`src/rtl/rtc_cal_pkg.sv`:
```
// ----------------------------------------------------------------------------
// RTC calendar package
// Shared types, reset values and calendar helpers for the RTC calendar block.
// ----------------------------------------------------------------------------
package rtc_cal_pkg;

  // Width of the internal year counter; the year wraps modulo 2**YearBits.
  localparam int unsigned YearBits = 16;
  localparam int unsigned YearPortBits = 16;

  localparam logic [0:0] CmdTick = 1'b0;
  localparam logic [0:0] CmdLoad = 1'b1;

  localparam logic [5:0] SecondMax = 6'd59;
  localparam logic [5:0] MinuteMax = 6'd59;
  localparam logic [4:0] HourMax = 5'd23;
  localparam logic [2:0] WeekdayMax = 3'd7;
  localparam logic [3:0] MonthMax = 4'd12;

  localparam logic [3:0] MonthFeb = 4'd2;
  localparam logic [3:0] MonthApr = 4'd4;
  localparam logic [3:0] MonthJun = 4'd6;
  localparam logic [3:0] MonthSep = 4'd9;
  localparam logic [3:0] MonthNov = 4'd11;

  localparam logic [5:0] SecondReset = 6'd50;
  localparam logic [5:0] MinuteReset = 6'd0;
  localparam logic [4:0] HourReset = 5'd15;
  localparam logic [2:0] WeekdayReset = 3'd4;
  localparam logic [4:0] DateReset = 5'd1;
  localparam logic [3:0] MonthReset = 4'd1;
  localparam logic [YearBits-1:0] YearReset = '0;

  typedef struct packed {
    logic [0:0]  cmd;
    logic [5:0]  load_second;
    logic [5:0]  load_minute;
    logic [4:0]  load_hour;
    logic [2:0]  load_weekday;
    logic [4:0]  load_date;
    logic [3:0]  load_month;
    logic [15:0] load_year;
  } rtc_in_t;

  typedef struct packed {
    logic [5:0]  sec_out;
    logic [5:0]  min_out;
    logic [4:0]  hour_out;
    logic [2:0]  weekday_out;
    logic [4:0]  date_out;
    logic [3:0]  month_out;
    logic [15:0] year_out;
    logic        minute_rollover;
  } rtc_out_t;

  typedef struct packed {
    logic [5:0]          second;
    logic [5:0]          minute;
    logic [4:0]          hour;
    logic [2:0]          weekday;
    logic [4:0]          date;
    logic [3:0]          month;
    logic [YearBits-1:0] year;
  } rtc_time_t;

  // Multiplicative inverse of an odd value modulo 2**YearBits (Newton steps).
  function automatic logic [YearBits-1:0] odd_inverse(input logic [YearBits-1:0] a);
    logic [YearBits-1:0] x;
    x = a;
    for (int i = 0; i < 5; i++) begin
      x = x * (YearBits'(2) - a * x);
    end
    return x;
  endfunction

  // A value is a multiple of 25 exactly when its product with the inverse
  // of 25 lands at or below the largest multiple's quotient.
  localparam logic [YearBits-1:0] Inv25 = odd_inverse(YearBits'(25));
  localparam logic [YearBits-1:0] Div25Max = YearBits'(((64'd1 << YearBits) - 1) / 25);

endpackage

```
`src/rtl/rtc_cal_in_stage.sv`:
```
// ----------------------------------------------------------------------------
// RTC calendar input stage
// Registers one command item and holds it until the update stage takes it.
// ----------------------------------------------------------------------------
module rtc_cal_in_stage (
  input  logic                clk_i,
  input  logic                rst_ni,
  input  logic                in_valid_i,
  output logic                in_stall_o,
  input  rtc_cal_pkg::rtc_in_t in_data_i,
  input  logic                ready_i,
  output logic                valid_o,
  output rtc_cal_pkg::rtc_in_t data_o
);

  logic                 valid_q;
  rtc_cal_pkg::rtc_in_t data_q;

  assign in_stall_o = valid_q && !ready_i;

  always_ff @(posedge clk_i or negedge rst_ni) begin
    if (!rst_ni) begin
      valid_q <= 1'b0;
    end else if (ready_i || !valid_q) begin
      valid_q <= in_valid_i;
    end
  end

  always_ff @(posedge clk_i) begin
    if (in_valid_i && !in_stall_o) begin
      data_q <= in_data_i;
    end
  end

  assign valid_o = valid_q;
  assign data_o  = data_q;

endmodule

```
`src/rtl/rtc_cal_step.sv`:
```
// ----------------------------------------------------------------------------
// RTC calendar step logic
// Computes the counters after one tick or load, and the rollover flag.
// ----------------------------------------------------------------------------
module rtc_cal_step (
  input  rtc_cal_pkg::rtc_time_t cur_i,
  input  rtc_cal_pkg::rtc_in_t   item_i,
  output rtc_cal_pkg::rtc_time_t next_o,
  output logic                   rollover_o
);

  logic [rtc_cal_pkg::YearBits-1:0] year_prod;
  logic                             div25;
  logic                             leap;
  logic [4:0]                       last_day;

  // Leap: divisible by 4, and a century (multiple of 4 and 25) only when
  // also divisible by 16, i.e. by 400.
  assign year_prod = cur_i.year * rtc_cal_pkg::Inv25;
  assign div25     = (year_prod <= rtc_cal_pkg::Div25Max);
  assign leap      = (cur_i.year[1:0] == 2'b00) && (!div25 || (cur_i.year[3:0] == 4'b0000));

  always_comb begin
    if ((cur_i.month == rtc_cal_pkg::MonthApr) || (cur_i.month == rtc_cal_pkg::MonthJun) ||
        (cur_i.month == rtc_cal_pkg::MonthSep) || (cur_i.month == rtc_cal_pkg::MonthNov)) begin
      last_day = 5'd30;
    end else if (cur_i.month == rtc_cal_pkg::MonthFeb) begin
      last_day = leap ? 5'd29 : 5'd28;
    end else begin
      last_day = 5'd31;
    end
  end

  always_comb begin
    next_o     = cur_i;
    rollover_o = 1'b0;
    if (item_i.cmd == rtc_cal_pkg::CmdLoad) begin
      next_o.second  = item_i.load_second;
      next_o.minute  = item_i.load_minute;
      next_o.hour    = item_i.load_hour;
      next_o.weekday = item_i.load_weekday;
      next_o.date    = item_i.load_date;
      next_o.month   = item_i.load_month;
      next_o.year    = rtc_cal_pkg::YearBits'(item_i.load_year);
    end else if (cur_i.second >= rtc_cal_pkg::SecondMax) begin
      next_o.second = '0;
      rollover_o    = 1'b1;
      if (cur_i.minute >= rtc_cal_pkg::MinuteMax) begin
        next_o.minute = '0;
        if (cur_i.hour >= rtc_cal_pkg::HourMax) begin
          next_o.hour    = '0;
          next_o.weekday = (cur_i.weekday >= rtc_cal_pkg::WeekdayMax) ? 3'd1
                                                                      : cur_i.weekday + 3'd1;
          if (cur_i.date >= last_day) begin
            next_o.date = 5'd1;
            if (cur_i.month >= rtc_cal_pkg::MonthMax) begin
              next_o.month = 4'd1;
              next_o.year  = cur_i.year + rtc_cal_pkg::YearBits'(1);
            end else begin
              next_o.month = cur_i.month + 4'd1;
            end
          end else begin
            next_o.date = cur_i.date + 5'd1;
          end
        end else begin
          next_o.hour = cur_i.hour + 5'd1;
        end
      end else begin
        next_o.minute = cur_i.minute + 6'd1;
      end
    end else begin
      next_o.second = cur_i.second + 6'd1;
    end
  end

endmodule

```
`src/rtl/rtc_calendar_counter.sv`:
```
// ----------------------------------------------------------------------------
// RTC calendar counter
// Seconds-to-year real-time clock calendar with a load command.
// ----------------------------------------------------------------------------
// Each transfer on the input is either a one-second tick or a load of every
// time field. Every input transfer yields exactly one output transfer showing
// the time after that command, with minute_rollover set when a tick wrapped
// the seconds to zero. The block takes one command per clock cycle while the
// output is not stalled: a command is held in the input register, then the
// calendar counters and the output register update together from it, and the
// result is held on the output until it transfers. After reset the clock
// reads 15:00:50, weekday 4, day 1 of month 1, year 0.
module rtc_calendar_counter (
  input  logic                  clk_i,
  input  logic                  rst_ni,
  input  logic                  in_valid_i,
  output logic                  in_stall_o,
  input  rtc_cal_pkg::rtc_in_t  in_data_i,
  output logic                  out_valid_o,
  input  logic                  out_stall_i,
  output rtc_cal_pkg::rtc_out_t out_data_o
);

  logic                   s1_valid;
  rtc_cal_pkg::rtc_in_t   s1_item;
  logic                   s2_ready;
  rtc_cal_pkg::rtc_time_t time_q;
  rtc_cal_pkg::rtc_time_t time_d;
  logic                   rollover;
  logic                   out_valid_q;
  rtc_cal_pkg::rtc_out_t  out_data_q;

  assign s2_ready = !out_valid_q || !out_stall_i;

  rtc_cal_in_stage u_in_stage (
    .clk_i      (clk_i),
    .rst_ni     (rst_ni),
    .in_valid_i (in_valid_i),
    .in_stall_o (in_stall_o),
    .in_data_i  (in_data_i),
    .ready_i    (s2_ready),
    .valid_o    (s1_valid),
    .data_o     (s1_item)
  );

  rtc_cal_step u_step (
    .cur_i      (time_q),
    .item_i     (s1_item),
    .next_o     (time_d),
    .rollover_o (rollover)
  );

  always_ff @(posedge clk_i or negedge rst_ni) begin
    if (!rst_ni) begin
      time_q.second  <= rtc_cal_pkg::SecondReset;
      time_q.minute  <= rtc_cal_pkg::MinuteReset;
      time_q.hour    <= rtc_cal_pkg::HourReset;
      time_q.weekday <= rtc_cal_pkg::WeekdayReset;
      time_q.date    <= rtc_cal_pkg::DateReset;
      time_q.month   <= rtc_cal_pkg::MonthReset;
      time_q.year    <= rtc_cal_pkg::YearReset;
      out_valid_q    <= 1'b0;
    end else if (s2_ready) begin
      out_valid_q <= s1_valid;
      if (s1_valid) begin
        time_q <= time_d;
      end
    end
  end

  always_ff @(posedge clk_i) begin
    if (s2_ready && s1_valid) begin
      out_data_q.sec_out         <= time_d.second;
      out_data_q.min_out         <= time_d.minute;
      out_data_q.hour_out        <= time_d.hour;
      out_data_q.weekday_out     <= time_d.weekday;
      out_data_q.date_out        <= time_d.date;
      out_data_q.month_out       <= time_d.month;
      out_data_q.year_out        <= rtc_cal_pkg::YearPortBits'(time_d.year);
      out_data_q.minute_rollover <= rollover;
    end
  end

  assign out_valid_o = out_valid_q;
  assign out_data_o  = out_data_q;

endmodule
```
`config.mk`:
```
export PLATFORM = sky130hd
export DESIGN_NAME = rtc_calendar_counter
export DESIGN_NICKNAME = d
export VERILOG_FILES = /design/src/rtl/rtc_cal_pkg.sv /design/src/rtl/rtc_cal_in_stage.sv /design/src/rtl/rtc_cal_step.sv /design/src/rtl/rtc_calendar_counter.sv
export SDC_FILE = /design/constraint.sdc
export NUM_CORES = 1
export LEC_CHECK = 0
export ABC_CLOCK_PERIOD_IN_PS = 17800
export BUFFER_PORTS_ARGS = -buffer_cell sky130_fd_sc_hd__buf_2
export CAP_MARGIN = 30
export CORE_MARGIN = 3
export CORE_UTILIZATION = 60
export DETAILED_ROUTE_END_ITERATION = 6
export GPL_TIMING_DRIVEN = 0
export PLACE_DENSITY = 0.82
export SLEW_MARGIN = 15
export SYNTH_ARGS = -nofsm -noshare
export SYNTH_HDL_FRONTEND = slang
export SYNTH_SLANG_ARGS = --single-unit
```
`constraint.sdc`:
```
create_clock -name clk_i -period 17.8 [get_ports clk_i]
set_input_delay 1.78 -clock clk_i [delete_from_list [all_inputs] [get_ports clk_i]]
set_output_delay 1.78 -clock clk_i [all_outputs]
set_load 0.02 [all_outputs]
```
==> impl_metrics.tcl, run 1 <==
set metrics [dict create \
    clkTransAtPathRegs_ns 0.06 \
    syn_inst 750 \
    design.die.area_um2 15200 \
    worst_ep_required_time_ns 17.94 \
    synth_top_family_by_area "adder cells" \
    drv_slew 0 \
    cp-end-kind "flip-flop" \
    worstPathArrival_ns 7.30 \
    muxShareOfSynthArea_pct 4.26 \
    vias 6638 \
    fin_nets 1012 \
    cts-root-buf "clkbuf_16" \
    setup_slack_ns 10.65 \
    tns_ns 0 \
    relSlewSlack_pct 37.2 \
    fin_area_um2 9620 \
    core_region_area_um2 13300 \
    finalHoldViolCount 0 \
    synth_cell_types 65 \
    synth-seq-cells 139 \
    p_leak_nw 4.18 \
    start_util_pct 61.9 \
    fin_total_pwr_w 0.00192 \
    route.detailed.drc 0 \
    synthAdderAreaFrac_pct 15.7 \
    post-route-period-util_pct 40.2 \
    area_growth_pct 16.5 \
    postCtsHoldBufs 0 \
    clk_latency_ns 0.43 \
    drt_iter0_markers 803 \
    cp_max_fo 10 \
    finClkSkew_ns 0.00872 \
    drive_gt1_share_pct 19.6 \
    rsz0062_at_grt "false" \
    setup_violations 0 \
    regArea_um2 3950 \
    portBuffers 97 \
    fp.dieW_um 123 \
    dr.pass1.iters 6 \
    yosysWarnings 0 \
    antenna_found_initial 0 \
    gp_congestion 0.956 \
    post-dp-hpwl_mm 14.6 \
    min_period_ns 7.15 \
    cts_tree "done" \
    cts_resized 0 \
    async_flop_share_pct 33.8 \
    rows 42 \
    io_pins 98 \
    tightest_slew_ns 0.938 \
    vdd_drop_max_mv 0.189 \
    routed_via_density 6.27 \
    syn_area_um2 8260 \
    cap_violations 0 \
    place_area_um2 9030 \
    synth_xor_area_share_pct 2.76 \
    synth_compound_area_share_pct 12.7 \
    power.density_nw_per_um2 200 \
    numCtsBuffers 17 \
    nFillCells 933 \
    synth-main-ff-cell "edfxtp_1" \
    max_freq_ghz 0.140 \
    synthesis.nets 893 \
    ys_seq_area_share_pct 47.8 \
    cts_setup_buffers 0 \
    yosys.area_share.simple_pct 12.2 \
    antennaDiodeCount 0 \
    startpoint_type "flip-flop" \
    dp_worst_setup_slack_ns 10.82 \
    grt_pass1_wl_mm 33.1 \
    synth_edf_count 92 \
    multi_input_area_um2 3940 \
    grt_max_degree 35 \
    die_h_um 123 \
    clkSinkCount 139 \
    grt_pass1_vias 6598 \
    hp-class "reg2reg" \
    outcome "complete, no violations" \
    wl_per_cell_um 19.6 \
    drt-total-wl_mm 20.8 \
    whs_ns 0.514 \
    synth_area_per_cell_um2 11.0 \
    clockBufferDepth 2 \
    ant_nets 0 \
    htree_levels 4 \
    path_class "reg2reg" \
    overflow 0 \
    grt_use_total_pct 28.6 \
]
-- worst max-delay path: stages, from the launching register on --
cell	delay (ns)
dfrtp_1	0.58
inv_1	0.13
ha_1	0.34
ha_1	0.30
inv_1	0.06
fa_1	0.51
fa_1	0.56
inv_1	0.06
fa_1	0.48
ha_1	0.31
ha_1	0.33
o21a_1	0.15
nor2b_1	0.15
o21a_1	0.11
a311oi_1	0.25
nand4_1	0.18
o31a_1	0.38
ha_1	0.28
nand2b_1	0.09
a21oi_1	0.14
nor3_1	0.37
clkbuf_1	0.42
a21oi_1	0.15
a311oi_1	0.45
a21oi_1	0.08
-- cells in the mapped netlist, types with 3 or more instances --
| library cell | n | share of area [%] |
|---|---|---|
| nor3_1 | 12 | 0.73 |
| fa_1 | 18 | 4.4 |
| and4_1 | 3 | 0.32 |
| a21o_1 | 6 | 0.55 |
| inv_1 | 55 | 2.5 |
| o211ai_1 | 8 | 0.73 |
| and2_1 | 4 | 0.30 |
| a31oi_1 | 8 | 0.61 |
| mux2_2 | 17 | 2.3 |
| a22oi_1 | 11 | 1.0 |
| xor2_1 | 6 | 0.64 |
| clkbuf_1 | 31 | 1.4 |
| dfrtp_1 | 37 | 11 |
| nor2_1 | 32 | 1.5 |
| a211oi_1 | 4 | 0.36 |
| o22ai_1 | 8 | 0.61 |
| nand4_1 | 11 | 0.83 |
| or4_1 | 5 | 0.45 |
| and3_1 | 7 | 0.53 |
| a41oi_1 | 3 | 0.32 |
| a311oi_1 | 4 | 0.42 |
| a21oi_1 | 26 | 1.6 |
| nand2_1 | 85 | 3.9 |
| dfstp_2 | 10 | 3.2 |
| o21a_1 | 6 | 0.55 |
| nor2b_1 | 3 | 0.23 |
| edfxtp_1 | 92 | 33 |
| or4_4 | 4 | 0.55 |
| o31ai_1 | 13 | 1.2 |
| o21ai_0 | 37 | 2.2 |
| xnor2_1 | 20 | 2.1 |
| o21ai_1 | 3 | 0.18 |
| nand2b_1 | 4 | 0.30 |
| ha_1 | 75 | 11 |
| mux2i_1 | 16 | 1.9 |
| nand3_1 | 27 | 1.6 |
| nor4_1 | 3 | 0.23 |
-- layout make-up --
type | count | area share (%)
buffer | 37 | 1.63
clock buffer | 22 | 4.72
clock inverter | 10 | 1.44
sequential | 139 | 41.1
multi-input combinational | 517 | 41.0
inverter | 57 | 2.22
timing repair buffer | 100 | 5.67
tap | 176 | 2.29
-- metal layers --
| metal | vias to the layer above | routed length (µm) | global-route usage, % |
|---|---|---|---|
| met5 | - | 0 | 0 |
| met4 | 0 | 599 | 12.0 |
| met3 | 61 | 1910 | 6.18 |
| met2 | 390 | 10100 | 45.6 |
| met1 | 3193 | 8180 | 38.3 |
| li1 | 2994 | - | - |
-- flip-flops by register name (all words and copies together) (netlist names) --
| signal | flops |
|---|---|
| u_in_stage.data_o | 46 |
| u_in_stage.valid_o | 1 |
| out_valid_o | 1 |
| time_q | 45 |
| out_data_o | 46 |
-- cell families after synthesis --
kind of cell             count (synthesis)
multiplexers                            33
AND/OR/NAND/NOR                        208
XOR/XNOR                                26
AO/OA/AOI/OAI                          157
adder cells (fa/ha/maj)                 93
flip-flops                             139
buffers and inverters                   94
-- power breakdown --
part / switching [W] / internal [W] / total, W
clock network: 0.000135 / 0.000224 / 0.000359
registers: 0.0000497 / 0.000403 / 0.000453
logic: 0.000615 / 0.000497 / 0.00111
-- final timing paths --
path / slack [ns] / depth (start not counted) / endpoint / start
min in group asynchronous: 1.33 / 1 / time_q[42]$_DFFE_PN0P_ / rst_ni
setup / recovery: 10.65 / 24 / out_data_o[18]$_DFFE_PP_ / time_q[3]$_DFFE_PN0P_
hold reg to reg: 0.51 / 2 / time_q[43]$_DFFE_PN1P_ / time_q[43]$_DFFE_PN1P_
setup reg to reg: 10.65 / 24 / out_data_o[18]$_DFFE_PP_ / time_q[3]$_DFFE_PN0P_
max in group asynchronous: 15.86 / 2 / time_q[16]$_DFFE_PN1P_ / rst_ni
hold / removal: 0.51 / 2 / time_q[43]$_DFFE_PN1P_ / time_q[43]$_DFFE_PN1P_
-- layout by cell type, fill, tap and decap left out, types with 4 or more instances in the layout --
cell       instances
buf_2             99
edfxtp_1          92
nand2_1           85
ha_1              75
inv_1             55
o21ai_0           37
dfrtp_1           37
clkbuf_1          35
nor2_1            32
nand3_1           27
a21oi_1           26
xnor2_1           20
fa_1              18
mux2_2            17
clkbuf_16         17
mux2i_1           16
o31ai_1           13
nor3_1            12
a22oi_1           11
nand4_1           11
dfstp_2           10
a31oi_1            8
o211ai_1           8
o22ai_1            8
and3_1             7
a21o_1             6
o21a_1             6
xor2_1             6
or4_1              5
nand2b_1           4
a211oi_1           4
a311oi_1           4
or4_4              4
-- through the flow --
| step | utilization (%) | std cells |
|---|---|---|
| global placement | 67.2 | 1023 |
| detailed placement | 67.6 | 1026 |
| floorplan | - | 750 |
| finish | 72.1 | 1058 |
| CTS | 72.1 | 1058 |
| global route | 72.1 | 1058 |
No activity file was read; power rests on OpenSTA's default activity.
==> run 2, diff against run 1 <==
--- a/config.mk
+++ b/config.mk
@@ -5,14 +5,14 @@
 export SDC_FILE = /design/constraint.sdc
 export NUM_CORES = 1
 export LEC_CHECK = 0
-export ABC_CLOCK_PERIOD_IN_PS = 17800
+export ABC_CLOCK_PERIOD_IN_PS = 6400
 export BUFFER_PORTS_ARGS = -buffer_cell sky130_fd_sc_hd__buf_2
 export CAP_MARGIN = 30
 export CORE_MARGIN = 3
-export CORE_UTILIZATION = 60
+export CORE_UTILIZATION = 53
 export DETAILED_ROUTE_END_ITERATION = 6
 export GPL_TIMING_DRIVEN = 0
-export PLACE_DENSITY = 0.82
+export PLACE_DENSITY = 0.76
 export SLEW_MARGIN = 15
 export SYNTH_ARGS = -nofsm -noshare
 export SYNTH_HDL_FRONTEND = slang
==> constraint.sdc (replaced) <==
create_clock -name clk_i -period 6.4 [get_ports clk_i]
set_input_delay 0.64 -clock clk_i [delete_from_list [all_inputs] [get_ports clk_i]]
set_output_delay 0.64 -clock clk_i [all_outputs]
set_load 0.02 [all_outputs]
==> run 2 against run 1 <==
Global-route usage is 3.6 points lower. Final area is 3.4% higher. Flip-flop and latch count stayed put. Clock-buffer cell count is 3 lower. Clock power grew to 2.6 times the previous value. Critical path type unchanged. Worst setup slack worse by 11 ns.
==> impl_metrics.tcl, run 2 (synthesis gave the netlist of run 1 again) <==
set metrics [dict create \
    post-route-period-util_pct 98.3 \
    rows 45 \
    layout_common_cells "100 x buf_2, 92 x edfxtp_1, 85 x nand2_1, 64 x ha_1, 49 x inv_1" \
    clk_latency_ns 0.43 \
    outcome "complete, no violations" \
    io_pins 98 \
    drv_slew 0 \
    gp_congestion 0.910 \
    htree_levels 4 \
    cap_violations 0 \
    vias 6501 \
    die_h_um 131 \
    fin_nets 1023 \
    slowest_delay_ns 0.56 \
    design.die.area_um2 17100 \
    startpoint_type "flip-flop" \
    dp_worst_setup_slack_ns -0.496 \
    postCtsHoldBufs 0 \
    min_period_ns 6.29 \
    cts-root-buf "clkbuf_16" \
    clkTransAtPathRegs_ns 0.06 \
    setup_violations 0 \
    grt_use_total_pct 25.0 \
    cp-end-kind "flip-flop" \
    p_int_w 0.00372 \
    place_area_um2 9040 \
    portBuffers 97 \
    sequentialPowerShare_pct 20.2 \
    fin_total_pwr_w 0.00622 \
    final_common_cell "buf_2" \
    wl_per_cell_um 19.5 \
    cp_max_fo 7 \
    power.density_nw_per_um2 625 \
    antennaDiodeCount 0 \
    start_util_pct 54.3 \
    crit_chain "inv_2 -> ha_4 -> ha_1 -> inv_2 -> fa_1 -> fa_1 -> inv_1 -> fa_1 -> ha_4 -> ha_4 -> o21a_1 -> buf_6 -> o221ai_2 -> a311oi_1 -> nand4_1 -> o31a_1 -> ha_1 -> nand2b_4 -> a21oi_4 -> or3_4 -> buf_4 -> or4_4 -> xor2_1 -> o21ai_1" \
    grt_pass1_wl_mm 32.6 \
    post-dp-hpwl_mm 14.4 \
    p_switching_w 0.00250 \
    p_comb_share_pct 64.5 \
    clockBufferDepth 2 \
    rsz0062_at_grt "true" \
    worst_ep_required_time_ns 6.56 \
    grt_max_degree 34 \
    critPathSlowestCell "fa_1" \
    p_leak_nw 4.25 \
    timing.rr.start "time_q[2]$_DFFE_PN0P_" \
    vdd_drop_max_mv 0.706 \
    dr.pass1.iters 5 \
    r2r_setup_slack_ns 0.11 \
    antenna_found_initial 0 \
    cts_tree "done" \
    overflow 0 \
    tightest_slew_ns 0.862 \
    drive_gt1_share_pct 25.5 \
    drt_iter0_markers 462 \
    routed_via_density 6.01 \
    finClkSkew_ns 0.0108 \
    drt-total-wl_mm 21.1 \
    reg2reg_to "out_data_o[8]$_DFFE_PP_" \
    max_freq_ghz 0.159 \
    clkPwrFrac_pct 15.3 \
    clkSinkCount 139 \
    hp-class "in2async" \
    grt_pass1_vias 6477 \
    switching_share_pct 40.2 \
    area_growth_pct 20.4 \
    numCtsBuffers 17 \
    relSlewSlack_pct 42.3 \
    fp.dieW_um 131 \
    finalHoldViolCount 0 \
    path_class "reg2reg" \
    ant_nets 0 \
    core_region_area_um2 15200 \
    route.detailed.drc 0 \
    setup_slack_ns 0.112 \
    worstRegToRegCells 24 \
    fin_area_um2 9950 \
    worstPathArrival_ns 6.44 \
]
run 2: cell types whose count changed in the layout (fill, tap and decap cells not counted), sizes merged:
| cell | previous run | this run |
|---|---|---|
| clkinvlp | 1 | 2 |
| buf | 106 | 121 |
| clkinv | 4 | 3 |
| inv | 59 | 64 |
| bufinv | 3 | 1 |
| clkbuf | 53 | 46 |
run 2: worst max path at each step:
stage | startpoint | end | slack [ns] | cells after the start
after floorplan | time_q[8]$_DFFE_PN0P_ | out_data_o[4]$_DFFE_PP_ | 0.14 | 23
after detailed placement | time_q[8]$_DFFE_PN0P_ | out_data_o[10]$_DFFE_PP_ | -0.50 | 22
after CTS | time_q[8]$_DFFE_PN0P_ | out_data_o[14]$_DFFE_PP_ | -0.01 | 21
after global routing | time_q[8]$_DFFE_PN0P_ | out_data_o[6]$_DFFE_PP_ | -0.08 | 24
final | time_q[2]$_DFFE_PN0P_ | out_data_o[8]$_DFFE_PP_ | 0.11 | 24
after global placement | time_q[8]$_DFFE_PN0P_ | out_data_o[20]$_DFFE_PP_ | -0.45 | 23
run 2: final cells by class:
cell class | count | area, µm²
tap | 188 | 235
fill | 1156 | 5260
buffer | 33 | 135
timing repair buffer | 115 | 667
sequential | 139 | 3960
clock inverter | 13 | 133
clock buffer | 19 | 443
inverter | 57 | 214
multi-input combinational | 517 | 4160
run 2: timing repair:
item | in CTS | in global routing
setup endpoints to repair | 40 | 39
pin swaps | 5 | 27
setup buffers | 5 | 10
gates resized for setup | 16 | 30
run 2: layer usage:
metal / up-vias / global-route usage (%) / part of all wire, % / wire length (µm)
li1: 3019 / - / - / -
met1: 3140 / 31.3 / 40 / 8410
met2: 289 / 41.2 / 50 / 10500
met3: 53 / 6.42 / 7.7 / 1630
met4: 0 / 10.9 / 2.3 / 477
met5: - / 0 / 0 / 0
run 2: power by group through the flow:
stage	Clock (W)	Combinational, W	Sequential (W)
3_5_place_dp	0	0.00300	0.00127
4_1_cts	0.000958	0.00331	0.00125
6_report	0.000950	0.00401	0.00126
3_3_place_gp	0	0.00291	0.00127
5_1_grt	0.00100	0.00443	0.00127
2_1_floorplan	0	0.00233	0.00128
run 2: through the flow:
stage	instances	hold slack [ns]	setup TNS, ns	utilization, %
6_report	1081	0.259	0	65.4
2_1_floorplan	750	0.344	0	-
4_1_cts	1074	0.268	-0.0121	63.9
3_5_place_dp	1038	0.495	-11.59	59.5
5_1_grt	1081	0.280	-0.178	65.4
3_3_place_gp	1035	0.484	-9.38	59.1
run 2: worst max-delay path: cells and delay by family, from the launching register on:
kind	cells	cell delay [ns]
AOI/OAI and AO/OA	6	0.99
xor gates and xnor gates	1	0.17
adders and majority gates	8	2.86
DFF	1	0.43
and+or+nand+nor	4	1.13
buffers and inverters	5	0.46
==> run 3, diff against run 2 <==
==> constraint.sdc (replaced) <==
create_clock -name clk_i -period 6.4 [get_ports clk_i]
set_input_delay 0.32 -clock clk_i [delete_from_list [all_inputs] [get_ports clk_i]]
set_output_delay 0.32 -clock clk_i [all_outputs]
set_load 0.02 [all_outputs]
==> run 3 against run 2 <==
Hold slack worse by 0.19 ns. Largest power group unchanged. Clock-buffer cell count stayed put. Sequential share of layout area hardly changed. Worst setup slack better by 0.0072 ns. Maximum frequency is 0.12% higher. Wire length hardly changed. Flip-flop and latch count stayed put. Sequential power hardly changed. Combinational power hardly changed. First-iteration DRC count is 10% higher. Global-route usage hardly changed. Cell count hardly changed.
==> impl_metrics.tcl, run 3 (synthesis gave the netlist of run 1 again) <==
set metrics [dict create \
    outcome "complete, no violations" \
    routed_via_density 6.01 \
    dr.pass1.iters 5 \
    antennaDiodeCount 0 \
    p_int_w 0.00372 \
    post-dp-hpwl_mm 14.4 \
    drive_gt1_share_pct 25.5 \
    power.density_nw_per_um2 624 \
    sequentialPowerShare_pct 20.2 \
    cts-root-buf "clkbuf_16" \
    clkSinkCount 139 \
    cp-end-kind "flip-flop" \
    start_util_pct 54.3 \
    ant_nets 0 \
    hp-class "in2reg" \
    min_period_ns 6.28 \
    htree_levels 4 \
    clk_latency_ns 0.43 \
    io_pins 98 \
    finClkSkew_ns 0.0125 \
    min_to "u_in_stage.data_o[1]$_DFFE_PP_" \
    die_h_um 131 \
    design.die.area_um2 17100 \
    rsz0062_at_grt "true" \
    fin_nets 1024 \
    drt-total-wl_mm 21.1 \
    worst_ep_required_time_ns 6.55 \
    setup_violations 0 \
    grt_pass1_wl_mm 32.7 \
    reg2reg_to "out_data_o[8]$_DFFE_PP_" \
    clkTransAtPathRegs_ns 0.06 \
    cts_tree "done" \
    hold_start "in_data_i[1]" \
    vdd_drop_max_mv 0.706 \
    gp_congestion 0.910 \
    nFillCells 1155 \
    max_freq_ghz 0.159 \
    grt_max_degree 34 \
    rows 45 \
    path_class "reg2reg" \
    drt_iter0_markers 508 \
    p_comb_share_pct 64.5 \
    p_switching_w 0.00250 \
    cap_violations 0 \
    final_common_cell "buf_2" \
    tns_ns 0 \
    drv_slew 0 \
    post-route-period-util_pct 98.1 \
    layout_common_cells "100 x buf_2, 92 x edfxtp_1, 85 x nand2_1, 64 x ha_1, 49 x inv_1" \
    switching_share_pct 40.2 \
    relSlewSlack_pct 42.7 \
    cp_max_fo 7 \
    wl_per_cell_um 19.5 \
    route.detailed.drc 0 \
    clkPwrFrac_pct 15.3 \
    startpoint_type "flip-flop" \
    hold_depth 1 \
    clockBufferDepth 2 \
    finalHoldViolCount 0 \
    r2r_setup_slack_ns 0.12 \
    p_leak_nw 4.26 \
    core_region_area_um2 15200 \
    tightest_slew_ns 0.857 \
    antenna_found_initial 0 \
    final_util_pct 65.5 \
    worstPathArrival_ns 6.44 \
    vias 6501 \
    timing.rr.start "time_q[2]$_DFFE_PN0P_" \
    numCtsBuffers 17 \
    overflow 0 \
    fp.dieW_um 131 \
    worstRegToRegCells 24 \
    grt_pass1_vias 6479 \
    portBuffers 97 \
    area_growth_pct 20.5 \
    grt_use_total_pct 25.0 \
]
==> run 3: per-layer routing <==
metal	wire length [µm]	track usage, %	part of all wire [%]	up-vias
li1	-	-	-	3016
met1	8240	31.3	39	3116
met2	10500	41.2	50	300
met3	1800	6.42	8.5	69
met4	563	10.9	2.7	0
met5	0	0	0	-
==> run 3: power by group through the flow <==
stage	Clock [W]	Combinational (W)	Sequential (W)
final	0.000952	0.00401	0.00126
after global routing	0.00100	0.00443	0.00127
after CTS	0.000958	0.00331	0.00125
after detailed placement	0	0.00300	0.00127
after global placement	0	0.00291	0.00127
after floorplan	0	0.00233	0.00128
==> run 3: worst max-delay path, cell delays in order, from the launching register on <==
cell,delay (ns)
dfrtp_2,0.43
inv_2,0.10
ha_4,0.21
ha_1,0.29
inv_2,0.04
fa_1,0.50
fa_1,0.56
inv_1,0.05
fa_1,0.52
ha_4,0.22
ha_4,0.26
o21a_1,0.15
buf_6,0.11
o221ai_2,0.07
a311oi_1,0.25
nand4_1,0.13
o31a_1,0.36
ha_1,0.30
nand2b_4,0.12
a21oi_4,0.08
or3_4,0.43
buf_4,0.16
or4_4,0.44
xor2_1,0.17
o21ai_1,0.08
==> run 3: worst max-delay path by stage <==
stage	from	endpoint	slack, ns	depth (start not counted)
after floorplan	time_q[8]$_DFFE_PN0P_	out_data_o[4]$_DFFE_PP_	0.14	23
after global placement	time_q[8]$_DFFE_PN0P_	out_data_o[20]$_DFFE_PP_	-0.45	23
after detailed placement	time_q[8]$_DFFE_PN0P_	out_data_o[10]$_DFFE_PP_	-0.50	22
after CTS	time_q[8]$_DFFE_PN0P_	out_data_o[14]$_DFFE_PP_	-0.01	21
after global routing	time_q[8]$_DFFE_PN0P_	out_data_o[6]$_DFFE_PP_	-0.08	24
final	time_q[2]$_DFFE_PN0P_	out_data_o[8]$_DFFE_PP_	0.12	24
==> run 3: cell type report <==
type	count	area [µm²]	share of cell area, %
Clock buffer	19	443	4.45
Sequential cell	139	3960	39.8
Tap cell	188	235	2.36
Buffer	33	135	1.36
Timing Repair Buffer	116	677	6.80
Multi-Input combinational cell	517	4160	41.8
Clock inverter	13	133	1.33
Inverter	57	214	2.15
==> run 3: what timing repair did <==
action | 4_1_cts | 5_1_grt
setup buffers | 5 | 10
pin swaps | 5 | 27
resized for setup | 16 | 30
endpoints found under the setup margin | 40 | 39
hold buffers | 1 | 0
endpoints found under the hold margin | 20 | 0
==> run 3: stage by stage <==
step,power (W),hold slack [ns],instance area [µm²],instances,setup slack (ns)
floorplan,0.00361,0.0244,8260,750,0.145
global placement,0.00418,0.484,8980,1035,-0.446
detailed placement,0.00427,0.393,9040,1038,-0.496
CTS,0.00552,0.0583,9730,1075,-0.0121
global route,0.00671,0.0499,9960,1082,-0.0824
finish,0.00622,0.0690,9960,1082,0.119
